<file path="src/rtl/core/assert_macros.svh">
// assertion macros shared by the core rtl
// no dependencies; compiled out when SYNTHESIS is defined
`ifndef ASSERT_MACROS_SVH
`define ASSERT_MACROS_SVH

`ifndef SYNTHESIS

// condition must hold on every rising clock edge out of reset
`define SJF_ASSERT_ALWAYS(lbl, clk, rstn, expr) \
    lbl: assert property (@(posedge clk) disable iff (!(rstn)) (expr)) \
        else $error("assertion failed");

// consequent must hold in the cycle of the antecedent
`define SJF_ASSERT_IMPL(lbl, clk, rstn, ante, cons) \
    lbl: assert property (@(posedge clk) disable iff (!(rstn)) (ante) |-> (cons)) \
        else $error("assertion failed");

`else

`define SJF_ASSERT_ALWAYS(lbl, clk, rstn, expr)

`define SJF_ASSERT_IMPL(lbl, clk, rstn, ante, cons)

`endif

`endif

</file>
<file path="src/rtl/core/sjf_pkg.sv">
// shared types and constants of the shortest-job-first scheduler core
// no dependencies
package sjf_pkg;

    localparam int          QUEUE_DEPTH_DEF = 16;
    localparam logic [15:0] STEP_RESET      = 16'd20;

    localparam logic CMD_INSERT   = 1'b0;
    localparam logic CMD_DISPATCH = 1'b1;

    typedef enum logic [1:0] {
        ST_OK    = 2'd0,
        ST_EMPTY = 2'd1,
        ST_FULL  = 2'd2
    } t_status;

    typedef enum logic [2:0] {
        S_IDLE,
        S_INS_RD,
        S_INS_CMP,
        S_INS_WR,
        S_DSP_RD,
        S_DSP_DATA,
        S_DSP_TURN,
        S_EMIT
    } t_state;

    // one queue entry as stored in the ram
    typedef struct packed {
        logic [15:0] id;
        logic [7:0]  prio;
        logic [15:0] burst;
        logic [31:0] arrival;
    } t_entry;

    localparam int ENTRY_W = $bits(t_entry);

endpackage

</file>
<file path="src/rtl/core/shortest_job_first_scheduler_core.sv">
// shortest-job-first scheduler core: sorted circular queue held in one ram
// one command at a time; a dispatch reads the head in S_DSP_RD, pops it in S_DSP_DATA,
//   forms the turnaround in S_DSP_TURN and holds in S_EMIT through output stalls; an
//   error word goes to S_EMIT; inserts loop S_INS_RD/S_INS_CMP, then write in S_INS_WR
// reset: synchronous active-low; queue empty, both clocks zero, step 20,
//   ram contents left as they are (only live entries are ever read)
module shortest_job_first_scheduler_core #(
    parameter int QUEUE_DEPTH = sjf_pkg::QUEUE_DEPTH_DEF
) (
    input  logic               i_clk,
    input  logic               i_rst_n,
    // configuration
    input  logic               i_cfg_we,
    input  logic [15:0]        i_cfg_wdata,
    // command channel
    input  logic               i_in_valid,
    output logic               o_in_ready,
    input  logic               i_command,
    input  logic [15:0]        i_job_id,
    input  logic [7:0]         i_priority_req,
    input  logic [15:0]        i_burst_time,
    // result channel
    output logic               o_out_valid,
    input  logic               i_out_ready,
    output logic [1:0]         o_status,
    output logic [15:0]        o_job_id_res,
    output logic [7:0]         o_priority_res,
    output logic [15:0]        o_burst_time_res,
    output logic signed [31:0] o_turnaround_time
);

    `include "assert_macros.svh"

    localparam int PTR_W = $clog2(QUEUE_DEPTH);
    localparam int CNT_W = $clog2(QUEUE_DEPTH + 1);
    localparam int SUM_W = CNT_W + 1;

    localparam logic [PTR_W-1:0] PTR_LAST = PTR_W'(QUEUE_DEPTH - 1);
    localparam logic [CNT_W-1:0] CNT_FULL = CNT_W'(QUEUE_DEPTH);
    localparam logic [SUM_W-1:0] SUM_DEPTH = SUM_W'(QUEUE_DEPTH);

    // circular pointer steps, depth need not be a power of two
    function automatic logic [PTR_W-1:0] ptr_inc(input logic [PTR_W-1:0] p);
        return (p == PTR_LAST) ? '0 : p + 1'b1;
    endfunction

    function automatic logic [PTR_W-1:0] ptr_dec(input logic [PTR_W-1:0] p);
        return (p == '0) ? PTR_LAST : p - 1'b1;
    endfunction

    // control state
    sjf_pkg::t_state    r_state, n_state;
    logic [CNT_W-1:0]   r_count, n_count;
    logic [PTR_W-1:0]   r_head, n_head;
    logic [31:0]        r_arrival, n_arrival;
    logic [31:0]        r_completion, n_completion;
    logic [15:0]        r_step, n_step;
    logic               r_out_valid, n_out_valid;

    // insert walk: new entry, slot being filled, slot being read, entries left
    sjf_pkg::t_entry    r_new, n_new;
    logic [PTR_W-1:0]   r_cur, n_cur;
    logic [PTR_W-1:0]   r_rd, n_rd;
    logic [CNT_W-1:0]   r_left, n_left;

    // pending result word
    sjf_pkg::t_status   r_pend_st, n_pend_st;
    logic [15:0]        r_pend_id, n_pend_id;
    logic [7:0]         r_pend_pr, n_pend_pr;
    logic [15:0]        r_pend_bu, n_pend_bu;
    logic [31:0]        r_pend_ta, n_pend_ta;

    // output register
    logic [1:0]         r_out_st, n_out_st;
    logic [15:0]        r_out_id, n_out_id;
    logic [7:0]         r_out_pr, n_out_pr;
    logic [15:0]        r_out_bu, n_out_bu;
    logic [31:0]        r_out_ta, n_out_ta;

    // ram port
    logic                        ram_we;
    logic [PTR_W-1:0]            ram_waddr;
    sjf_pkg::t_entry             ram_wdata;
    logic [PTR_W-1:0]            ram_raddr;
    logic [sjf_pkg::ENTRY_W-1:0] ram_rdata_raw;
    sjf_pkg::t_entry             ram_rdata;

    logic [SUM_W-1:0]   tail_sum;
    logic [PTR_W-1:0]   tail;
    logic               in_accept;
    logic               out_free;

    sjf_ram #(
        .WIDTH (sjf_pkg::ENTRY_W),
        .DEPTH (QUEUE_DEPTH)
    ) u_queue_ram (
        .i_clk   (i_clk),
        .i_we    (ram_we),
        .i_waddr (ram_waddr),
        .i_wdata (ram_wdata),
        .i_raddr (ram_raddr),
        .o_rdata (ram_rdata_raw)
    );

    assign ram_rdata = sjf_pkg::t_entry'(ram_rdata_raw);

    // first free slot behind the live entries
    assign tail_sum = SUM_W'(r_head) + SUM_W'(r_count);
    assign tail     = (tail_sum >= SUM_DEPTH) ? PTR_W'(tail_sum - SUM_DEPTH)
                                              : PTR_W'(tail_sum);

    // commands are taken only between operations; the output register
    // still lets a new command start while an earlier word waits
    assign o_in_ready = (r_state == sjf_pkg::S_IDLE);
    assign in_accept  = i_in_valid && o_in_ready;
    assign out_free   = !r_out_valid || i_out_ready;

    always_comb begin
        n_state      = r_state;
        n_count      = r_count;
        n_head       = r_head;
        n_arrival    = r_arrival;
        n_completion = r_completion;
        n_step       = r_step;
        n_new        = r_new;
        n_cur        = r_cur;
        n_rd         = r_rd;
        n_left       = r_left;
        n_pend_st    = r_pend_st;
        n_pend_id    = r_pend_id;
        n_pend_pr    = r_pend_pr;
        n_pend_bu    = r_pend_bu;
        n_pend_ta    = r_pend_ta;
        n_out_valid  = r_out_valid && !i_out_ready;
        n_out_st     = r_out_st;
        n_out_id     = r_out_id;
        n_out_pr     = r_out_pr;
        n_out_bu     = r_out_bu;
        n_out_ta     = r_out_ta;
        ram_we       = 1'b0;
        ram_waddr    = r_cur;
        ram_wdata    = r_new;
        ram_raddr    = r_rd;

        if (i_cfg_we) begin
            n_step = i_cfg_wdata;
        end

        case (r_state)
            sjf_pkg::S_IDLE: begin
                if (in_accept) begin
                    if (i_command == sjf_pkg::CMD_INSERT) begin
                        if (r_count == CNT_FULL) begin
                            n_pend_st = sjf_pkg::ST_FULL;
                            n_pend_id = '0;
                            n_pend_pr = '0;
                            n_pend_bu = '0;
                            n_pend_ta = '0;
                            n_state   = sjf_pkg::S_EMIT;
                        end else begin
                            n_new.id      = i_job_id;
                            n_new.prio    = i_priority_req;
                            n_new.burst   = i_burst_time;
                            n_new.arrival = r_arrival;
                            n_cur         = tail;
                            n_rd          = ptr_dec(tail);
                            n_left        = r_count;
                            n_state       = (r_count == '0) ? sjf_pkg::S_INS_WR
                                                            : sjf_pkg::S_INS_RD;
                        end
                    end else begin
                        // arrival clock moves even when the queue is empty
                        n_arrival = r_arrival + 32'(r_step);
                        if (r_count == '0) begin
                            n_pend_st = sjf_pkg::ST_EMPTY;
                            n_pend_id = '0;
                            n_pend_pr = '0;
                            n_pend_bu = '0;
                            n_pend_ta = '0;
                            n_state   = sjf_pkg::S_EMIT;
                        end else begin
                            n_state = sjf_pkg::S_DSP_RD;
                        end
                    end
                end
            end

            sjf_pkg::S_INS_RD: begin
                ram_raddr = r_rd;
                n_state   = sjf_pkg::S_INS_CMP;
            end

            sjf_pkg::S_INS_CMP: begin
                // strictly longer bursts move back one slot, equal ones stay ahead
                if (ram_rdata.burst > r_new.burst) begin
                    ram_we    = 1'b1;
                    ram_waddr = r_cur;
                    ram_wdata = ram_rdata;
                    n_cur     = r_rd;
                    n_rd      = ptr_dec(r_rd);
                    n_left    = r_left - 1'b1;
                    n_state   = (r_left == CNT_W'(1)) ? sjf_pkg::S_INS_WR
                                                      : sjf_pkg::S_INS_RD;
                end else begin
                    n_state = sjf_pkg::S_INS_WR;
                end
            end

            sjf_pkg::S_INS_WR: begin
                ram_we    = 1'b1;
                ram_waddr = r_cur;
                ram_wdata = r_new;
                n_count   = r_count + 1'b1;
                n_state   = sjf_pkg::S_IDLE;
            end

            sjf_pkg::S_DSP_RD: begin
                ram_raddr = r_head;
                n_state   = sjf_pkg::S_DSP_DATA;
            end

            sjf_pkg::S_DSP_DATA: begin
                // head word is out of the ram; pop it and bump the completion clock
                n_pend_st    = sjf_pkg::ST_OK;
                n_pend_id    = ram_rdata.id;
                n_pend_pr    = ram_rdata.prio;
                n_pend_bu    = ram_rdata.burst;
                n_pend_ta    = ram_rdata.arrival;
                n_completion = r_completion + 32'(ram_rdata.burst);
                n_head       = ptr_inc(r_head);
                n_count      = r_count - 1'b1;
                n_state      = sjf_pkg::S_DSP_TURN;
            end

            sjf_pkg::S_DSP_TURN: begin
                // pending turnaround held the arrival stamp until now
                n_pend_ta = r_completion - r_pend_ta;
                n_state   = sjf_pkg::S_EMIT;
            end

            sjf_pkg::S_EMIT: begin
                if (out_free) begin
                    n_out_valid = 1'b1;
                    n_out_st    = r_pend_st;
                    n_out_id    = r_pend_id;
                    n_out_pr    = r_pend_pr;
                    n_out_bu    = r_pend_bu;
                    n_out_ta    = r_pend_ta;
                    n_state     = sjf_pkg::S_IDLE;
                end
            end

            default: begin
                n_state = sjf_pkg::S_IDLE;
            end
        endcase
    end

    always_ff @(posedge i_clk) begin
        if (!i_rst_n) begin
            r_state      <= sjf_pkg::S_IDLE;
            r_count      <= '0;
            r_head       <= '0;
            r_arrival    <= '0;
            r_completion <= '0;
            r_step       <= sjf_pkg::STEP_RESET;
            r_out_valid  <= 1'b0;
        end else begin
            r_state      <= n_state;
            r_count      <= n_count;
            r_head       <= n_head;
            r_arrival    <= n_arrival;
            r_completion <= n_completion;
            r_step       <= n_step;
            r_out_valid  <= n_out_valid;
        end
    end

    // payload, no reset needed
    always_ff @(posedge i_clk) begin
        r_new     <= n_new;
        r_cur     <= n_cur;
        r_rd      <= n_rd;
        r_left    <= n_left;
        r_pend_st <= n_pend_st;
        r_pend_id <= n_pend_id;
        r_pend_pr <= n_pend_pr;
        r_pend_bu <= n_pend_bu;
        r_pend_ta <= n_pend_ta;
        r_out_st  <= n_out_st;
        r_out_id  <= n_out_id;
        r_out_pr  <= n_out_pr;
        r_out_bu  <= n_out_bu;
        r_out_ta  <= n_out_ta;
    end

    assign o_out_valid       = r_out_valid;
    assign o_status          = r_out_st;
    assign o_job_id_res      = r_out_id;
    assign o_priority_res    = r_out_pr;
    assign o_burst_time_res  = r_out_bu;
    assign o_turnaround_time = signed'(r_out_ta);

    // fill level never passes the ram depth
    `SJF_ASSERT_ALWAYS(a_count_bound, i_clk, i_rst_n, r_count <= CNT_FULL)
    // a pop only reads the ram when a live entry is there
    `SJF_ASSERT_IMPL(a_pop_nonempty, i_clk, i_rst_n, r_state == sjf_pkg::S_DSP_DATA, r_count != '0)
    // the insert walk never compares past the head of the queue
    `SJF_ASSERT_IMPL(a_walk_bound, i_clk, i_rst_n, r_state == sjf_pkg::S_INS_CMP, r_left != '0)

endmodule

</file>
<file path="src/rtl/core/sjf_ram.sv">
// generic simple dual-port ram, one write and one registered read port
// no dependencies
module sjf_ram #(
    parameter int WIDTH = 8,
    parameter int DEPTH = 16
) (
    input  logic                     i_clk,
    input  logic                     i_we,
    input  logic [$clog2(DEPTH)-1:0] i_waddr,
    input  logic [WIDTH-1:0]         i_wdata,
    input  logic [$clog2(DEPTH)-1:0] i_raddr,
    output logic [WIDTH-1:0]         o_rdata
);

    logic [WIDTH-1:0] r_mem [DEPTH];
    logic [WIDTH-1:0] r_rdata;

    always_ff @(posedge i_clk) begin
        if (i_we) begin
            r_mem[i_waddr] <= i_wdata;
        end
        r_rdata <= r_mem[i_raddr];
    end

    assign o_rdata = r_rdata;

endmodule
</file>
<file path="config.mk">
export PLATFORM = sky130hd
export DESIGN_NAME = shortest_job_first_scheduler_core
export DESIGN_NICKNAME = d
export VERILOG_FILES = /design/src/rtl/core/sjf_pkg.sv /design/src/rtl/core/shortest_job_first_scheduler_core.sv /design/src/rtl/core/sjf_ram.sv
export VERILOG_INCLUDE_DIRS = /design/src /design/src/rtl/core
export SDC_FILE = /design/constraint.sdc
export NUM_CORES = 2
export LEC_CHECK = 0
export ABC_CLOCK_PERIOD_IN_PS = 25400
export BUFFER_PORTS_ARGS = -buffer_cell sky130_fd_sc_hd__buf_2
export CAP_MARGIN = 30
export CORE_ASPECT_RATIO = 1.4
export CORE_UTILIZATION = 65
export CTS_BUF_LIST = sky130_fd_sc_hd__clkbuf_16
export CTS_CLUSTER_DIAMETER = 80
export DETAILED_ROUTE_END_ITERATION = 7
export GPL_ROUTABILITY_DRIVEN = 0
export HOLD_SLACK_MARGIN = 0.03
export PLACE_DENSITY = 0.81
export RECOVER_POWER = 25
export SYNTH_ARGS = -nofsm -noshare
export SYNTH_HDL_FRONTEND = slang
export SYNTH_HIERARCHICAL = 1
export SYNTH_SLANG_ARGS = --single-unit
</file>
<file path="constraint.sdc">
create_clock -name i_clk -period 25.4 [get_ports i_clk]
set_clock_uncertainty 0.05 [all_clocks]
set_input_delay 0 -clock i_clk [delete_from_list [all_inputs] [get_ports i_clk]]
set_output_delay 0 -clock i_clk [all_outputs]
set_load 0.02 [all_outputs]
</file>
# Yosys cells after proc, flatten, opt, wreduce, memory -nomap -nowiden
# Memory sizes are Yosys's and may differ from the RTL's. A register that Yosys moved wholly into a read port is not among the register bits.
# Index checks and enable logic that the tools add are counted.
totals:
  in_bits: 62
  memories: 1
  wordCells: 136
  rom_bits: 0
  ff_bits: 326
  latch_bits: 0
  mem_bits_rw: 1152
mem_list:
  columns: ["memory", "words", "word_bits", "rd", "rd_ports_with_merged_regs", "wr", "line", "rtl"]
  rows:
  - ["u_queue_ram.r_mem", 16, 72, 1, 1, 1, "sjf_ram.sv:15", "logic [WIDTH-1:0] r_mem [DEPTH];"]
op_classes:
  reduce_logical: 20
  div_mod_pow: 0
  n_addsub: 11
  shifts: 0
  n_lt_le_gt_ge: 2
  eq_ne: 17
  mul: 0
  n_mux: 59
  bitwise: 2
ops:
  columns: ["operator", "count"]
  rows:
  - ["two-way mux 72 bit", 2]
  - ["two-way mux 32 bit", 4]
  - ["one-hot mux 32 bit (3 select lines)", 1]
  - ["adder 32 x 16 -> 32 bit", 2]
  - ["two-way mux 16 bit", 4]
  - ["one-hot mux 16 bit (2 select lines)", 2]
  - ["two-way mux 4 bit", 13]
  - ["two-way mux 8 bit", 4]
  - ["subtractor 32 bit", 1]
  - ["one-hot mux 3 bit (8 select lines)", 1]
  - ["two-way mux 5 bit", 4]
  - ["one-hot mux 5 bit (2 select lines)", 2]
  - ["greater-than comparator 16 bit", 1]
  - ["two-way mux 2 bit", 8]
  - ["one-hot mux 4 bit (2 select lines)", 2]
  - ["one-hot mux 8 bit (2 select lines)", 1]
  - ["== test 3 bit (second input constant)", 4]
  - ["two-way mux 3 bit", 4]
  - ["AND reduction 4 bit", 3]
  - ["subtractor 4 x 1 -> 4 bit (second input constant)", 3]
  - ["subtractor 5 x 1 -> 5 bit (second input constant)", 2]
  - ["zero test 4 bit", 2]
  - ["inequality test 2 bit (second input constant)", 4]
  - ["adder 4 x 5 -> 6 bit", 1]
  - ["other kinds (25)", 36]

# Logic depth before layout (Yosys ltp)
depth:
  depth_word: 9
  mapped_depth: 13
  depth_no_buf: 13

# By module
# The synthesis kept the hierarchy.
by_module_without_submodules:
  columns: ["mod", "seq_area_each_um2", "instances", "cells_each", "area_each_um2"]
  rows:
  - ["sjf_ram", 36034.6, 1, 1850, 44550.2]
  - ["shortest_job_first_scheduler_core", 8858.5, 1, 1449, 16519.6]

# Worst setup path before layout
# No wires, ideal clock.
synth_timing:
  kind: "register to register"
  start: "register r_new[33] (netlist name)"
  end: "memory u_queue_ram/r_mem[0][0] (netlist name) (enable)"
  path_stages_with_launch: 14
  arrival_ns: 7.364
  setup_slack_ns: 17.396
  n_path_buf: 0
  synth_period_minus_slack_ns: 8.004
  required_ns: 24.760
  path_cell_list: "edfxtp_1 > inv_1 > ha_1 > nor2b_1 > o21a_1 > o21a_1 > o21a_1 > o21a_1 > o211ai_1 > a21oi_1 > nor2_1 > o31ai_1 > or3b_2 > nor3_1"
synth_via:
  elab_chain_cells: 5
synth_rtl:
  columns: ["item", "line", "rtl"]
  rows:
  - ["start: declaration", "shortest_job_first_scheduler_core.sv:61", "sjf_pkg::t_entry r_new, n_new;"]
  - ["start signal: assignment", "shortest_job_first_scheduler_core.sv:281", "r_new <= n_new;"]
  - ["greater-than comparator 16 bit", "shortest_job_first_scheduler_core.sv:195", "if (ram_rdata.burst > r_new.burst) begin"]
  - ["two-way mux 1 bit", "shortest_job_first_scheduler_core.sv:195", null]
  - ["one-hot mux 1 bit (2 select lines)", "shortest_job_first_scheduler_core.sv:149", "case (r_state)"]
  - ["named net ram_we", "shortest_job_first_scheduler_core.sv:81", "logic ram_we;"]
  - ["two-way mux 1 bit", "sjf_ram.sv:19", "if (i_we) begin"]
  - ["two-way mux 1 bit (implied by the code)", "sjf_ram.sv:20", "r_mem[i_waddr] <= i_wdata;"]
  - ["end: declaration", "sjf_ram.sv:15", null]
# The timed path passes the listed nets, and every way through them passes these cells.

# Final worst setup path
layout_timing:
  start: "register r_state[0]"
  end: "register r_count[4]"
layout_via:
  elab_chain_cells: 2
  word_cells_on_any_way: 4
  cone_classes: "eq/ne (2); mux (1); reduce/logical (1)"
layout_rtl:
  columns: ["item", "line", "rtl"]
  rows:
  - ["start: declaration", "shortest_job_first_scheduler_core.sv:52", "sjf_pkg::t_state r_state, n_state;"]
  - ["start signal: assignment", "shortest_job_first_scheduler_core.sv:261", "r_state <= sjf_pkg::S_IDLE;"]
  - ["start signal: assignment", "shortest_job_first_scheduler_core.sv:269", "r_state <= n_state;"]
  - ["== test 3 bit or == test 3 x 2 -> 1 bit (tied branches)", "shortest_job_first_scheduler_core.sv:149", null]
  - ["one-hot mux 5 bit (2 select lines) or nonzero test 2 bit (tied branches)", null, null]
  - ["end signal: assignment", "shortest_job_first_scheduler_core.sv:270", "r_count <= n_count;"]
  - ["end: declaration", "shortest_job_first_scheduler_core.sv:53", "logic [CNT_W-1:0] r_count, n_count;"]
# Several ways; a longest one is shown, not always the timed one.
# A chain may end at the register's enable or synchronous reset.

==> results.sh <==
export IMPL_fin_crit_sh=0.281
export IMPL_cts_tree="done"
export IMPL_cellLeakagePower_nw=23.5
export IMPL_r2r_cells=10
export IMPL_cts_buffers=141
export IMPL_cts_buffer_depth=3
export IMPL_rsz0062_at_grt="false"
export IMPL_synthArstFlopShare=0
export IMPL_coreArea_um2=92800
export IMPL_wl_um=154000
export IMPL_critPathMostFrequentCell="nand2_1"
export IMPL_synth_area_leader_cell="edfxtp_1"
export IMPL_hold_path_class="in2reg"
export IMPL_cp_slowest_stage_delay_ps=2390
export IMPL_r2r_end="r_count[4]"
export IMPL_reg2reg_slack_ps=18270
export IMPL_fp_dieArea_um2=95200
export IMPL_yosys_warnings=6
export IMPL_grt_pass1_vias=34700
export IMPL_drive_above_1_share=0.183
export IMPL_synth_top_area_share=0.681
export IMPL_synth_area_leaders="edfxtp_1, mux4_2, dfxtp_1"
export IMPL_fin_crit_ps=7130
export IMPL_post_synth_instance_area_um2=61100
export IMPL_synth_mux_area_frac=0.123
export IMPL_whs_path_depth=3
export IMPL_nets=3805
export IMPL_final_antenna_net_count=0
export IMPL_start_kind="register"
export IMPL_grt_overflow=0
export IMPL_tightest_slew_ps=3320
export IMPL_setup_violations=0
export IMPL_relSlewSlack=-1.21
export IMPL_synth_seq_cells=1550
export IMPL_grt_pass1_wl_um=224000
export IMPL_synth_top_family_by_area="multiplexers"
export IMPL_hpwlAfterDp_um=81100
export IMPL_synth_edf_count=1385
export IMPL_synth_main_ff_cell="edfxtp_1"
export IMPL_synth_cells=3299
export IMPL_die_w_um=261
export IMPL_cp_max_fo=57
export IMPL_vias_per_cell=6.84
export IMPL_reg2reg_from="r_state[0]"
export IMPL_vias=34000
export IMPL_max_freq_ghz=0.140
export IMPL_synth_nets=3457
export IMPL_whs_ps=115
export IMPL_crit_arrival_ps=7740
export IMPL_cap_violations=8
export IMPL_clk_pin_slew_ps=60
export IMPL_rows=132
export IMPL_synth_compound_area_frac=0.0493
export IMPL_p_per_area_nw_per_um2=89.7
export IMPL_synth_cell_type_count=77
export IMPL_clock_sinks=1550
export IMPL_status="complete, but fails checks"
export IMPL_routedWlPerCell_um=30.9
export IMPL_worstHoldEndpoint="r_pend_st[1]"
export IMPL_synth_xor_area_share=0.0126
export IMPL_wl_met2_um=76900
export IMPL_synth_commonest_cells="edfxtp_1, mux4_2, nand2_1, dfxtp_1, a22oi_1"
export IMPL_highest_layer="met5"
export IMPL_slew_violations=320
export IMPL_path_class="reg2reg"
export IMPL_met1_length_um=53000
export IMPL_fin_util=0.744
export IMPL_hold_viol_final=0
export IMPL_drtIter0Drc=4490
export IMPL_cts_setup_buffers=0
export IMPL_fp_dieH_um=365
export IMPL_dr_pass1_iters=8
export IMPL_ir_drop_uv=69.4
export IMPL_synth_simple_area_share=0.0420
export IMPL_wl_met3_um=15100
export IMPL_cp_end_kind="register"
export IMPL_ctsHtreeMaxLevel=4
export IMPL_violations="design-rule violations, max-capacitance violations, max-slew violations"
export IMPL_route_detailed_drc=8
export IMPL_holdCritStartpoint="i_command"
export IMPL_area_growth_pct=13.0
export IMPL_avgSynthCellArea_um2=18.5
export IMPL_io_buffers=137
export IMPL_grt_use_total=0.330
export IMPL_critPathSlowestCell="clkbuf_1"
export IMPL_grt_max_degree=160
export IMPL_clk_latency_ps=790
export IMPL_synth_seq_area_share=0.735
export IMPL_cp_required_ps=26010
export IMPL_antenna_found_initial=7
export IMPL_synth_fa_ha_area_frac=0.0203
export IMPL_cts_root_buffer_cell="clkbuf_16"
export IMPL_yosysMostFrequentCell="edfxtp_1"
export IMPL_finalSetupTns_ps=0
export IMPL_ios=138
export IMPL_initial_utilization=0.658
export IMPL_worstPathCellList="nand2_1, inv_1, clkbuf_1, ha_1, a21o_1, a21oi_1, mux2i_1, nand2_1, xnor2_1, and2_1"
[per-layer routing]
| metal | GRT usage | up-vias |
|---|---|---|
| met1 | 0.412 | 17300 |
| li1 | - | 13800 |
| met5 | 0 | - |
| met3 | 0.0701 | 519 |
| met2 | 0.549 | 2349 |
| met4 | 0.169 | 12 |
[cell usage in the layout (no fill, tap or decap), types with 11 or more instances in the layout]
cell	synthesis	final
a21o_1	28	28
xor2_1	34	34
nand4_1	11	11
and3_1	15	15
buf_2	13	55
nor2_4	0	13
dfxtp_1	165	165
nand3_1	22	22
o21a_1	14	14
mux2i_1	19	19
mux4_2	288	288
nand2_1	194	195
bufinv_16	0	13
a21oi_1	76	76
a22oi_1	145	145
mux2_2	63	51
a21boi_0	10	15
clkbuf_1	82	91
clkinv_1	0	27
clkinv_2	0	23
edfxtp_1	1385	1385
inv_1	79	106
nor3_1	24	21
nor2_1	68	55
ha_1	91	91
and2_0	0	53
o21ai_0	101	102
buf_4	9	46
mux2_1	10	22
nand2b_1	12	12
dlygate4sd3_1	0	150
clkbuf_16	0	142
xnor2_1	54	54
nor2b_1	35	33
and2_1	90	36
[worst max path at each step]
stage                from                  endpoint  slack, ps  cells after the start
2_1_floorplan   r_new[33]   u_queue_ram/r_mem[0][0]      17400                     13
3_3_place_gp    r_new[33]   u_queue_ram/r_mem[0][0]      20670                     15
3_5_place_dp    r_new[33]  u_queue_ram/r_mem[0][56]      20550                     15
4_1_cts         r_new[33]  u_queue_ram/r_mem[0][22]      20510                     15
5_1_grt        r_state[0]                r_count[4]      17880                     10
6_report       r_state[0]                r_count[4]      18270                     10
[final cells by class]
class                      count  area (um2)
antenna                        1        2.50
clock buffer                 142        3550
clock inverter               116         985
fill                        5116       23800
inverter                      80         302
multi-input combinational   1527       15200
sequential                  1550       44900
tap                         1206        1510
timing repair buffer         347        2550
[state kept, by name (all words and copies together), names as in the netlist, 8 cells and up]
signal,count
r_pend_pr,8
o_job_id_res,16
o_turnaround_time,32
o_burst_time_res,16
r_pend_ta,32
r_pend_id,16
r_completion,32
r_pend_bu,16
r_arrival,32
r_step,16
u_queue_ram/o_rdata,72
o_priority_res,8
r_new,72
u_queue_ram/r_mem,1152
[power breakdown]
group          total [mW]  switching (mW)  internal, mW
logic               0.949           0.589         0.361
clock network        2.11           0.949          1.16
registers            3.13          0.0980          3.03
[repair_timing]
action / in CTS / in global routing
resized for setup: 0 / 0
endpoints found under the hold margin: 176 / 0
hold buffers: 150 / 0
setup endpoints to repair: 0 / 0
[metrics by stage]
stage	instances	total power, mW	area [um2]	setup slack (ps)
finish	4969	6.19	69000	18270
global route	4968	6.36	69000	17880
CTS	4968	6.18	69200	20510
detailed placement	4560	4.08	63200	20550
global placement	4555	4.03	63100	20670
floorplan	3299	3.79	61100	17400
[critical path, delay by kind of cell, from the launching register on]
family | cells | cell delay (ps)
buffers and inverters | 2 | 3780
and+or+nand+nor | 3 | 1120
DFF | 1 | 660
adders and majority gates | 1 | 620
AOI/OAI and AO/OA | 2 | 350
muxes | 1 | 210
xor gates and xnor gates | 1 | 150
[logic make-up after synthesis]
kind of cell,Yosys count
flops,1550
xor+xnor,88
mux,380
buf+inv,222
compound gates,449
fa+ha+maj,96
simple gates,514
Note: power is estimated with default switching activity, not from simulation.
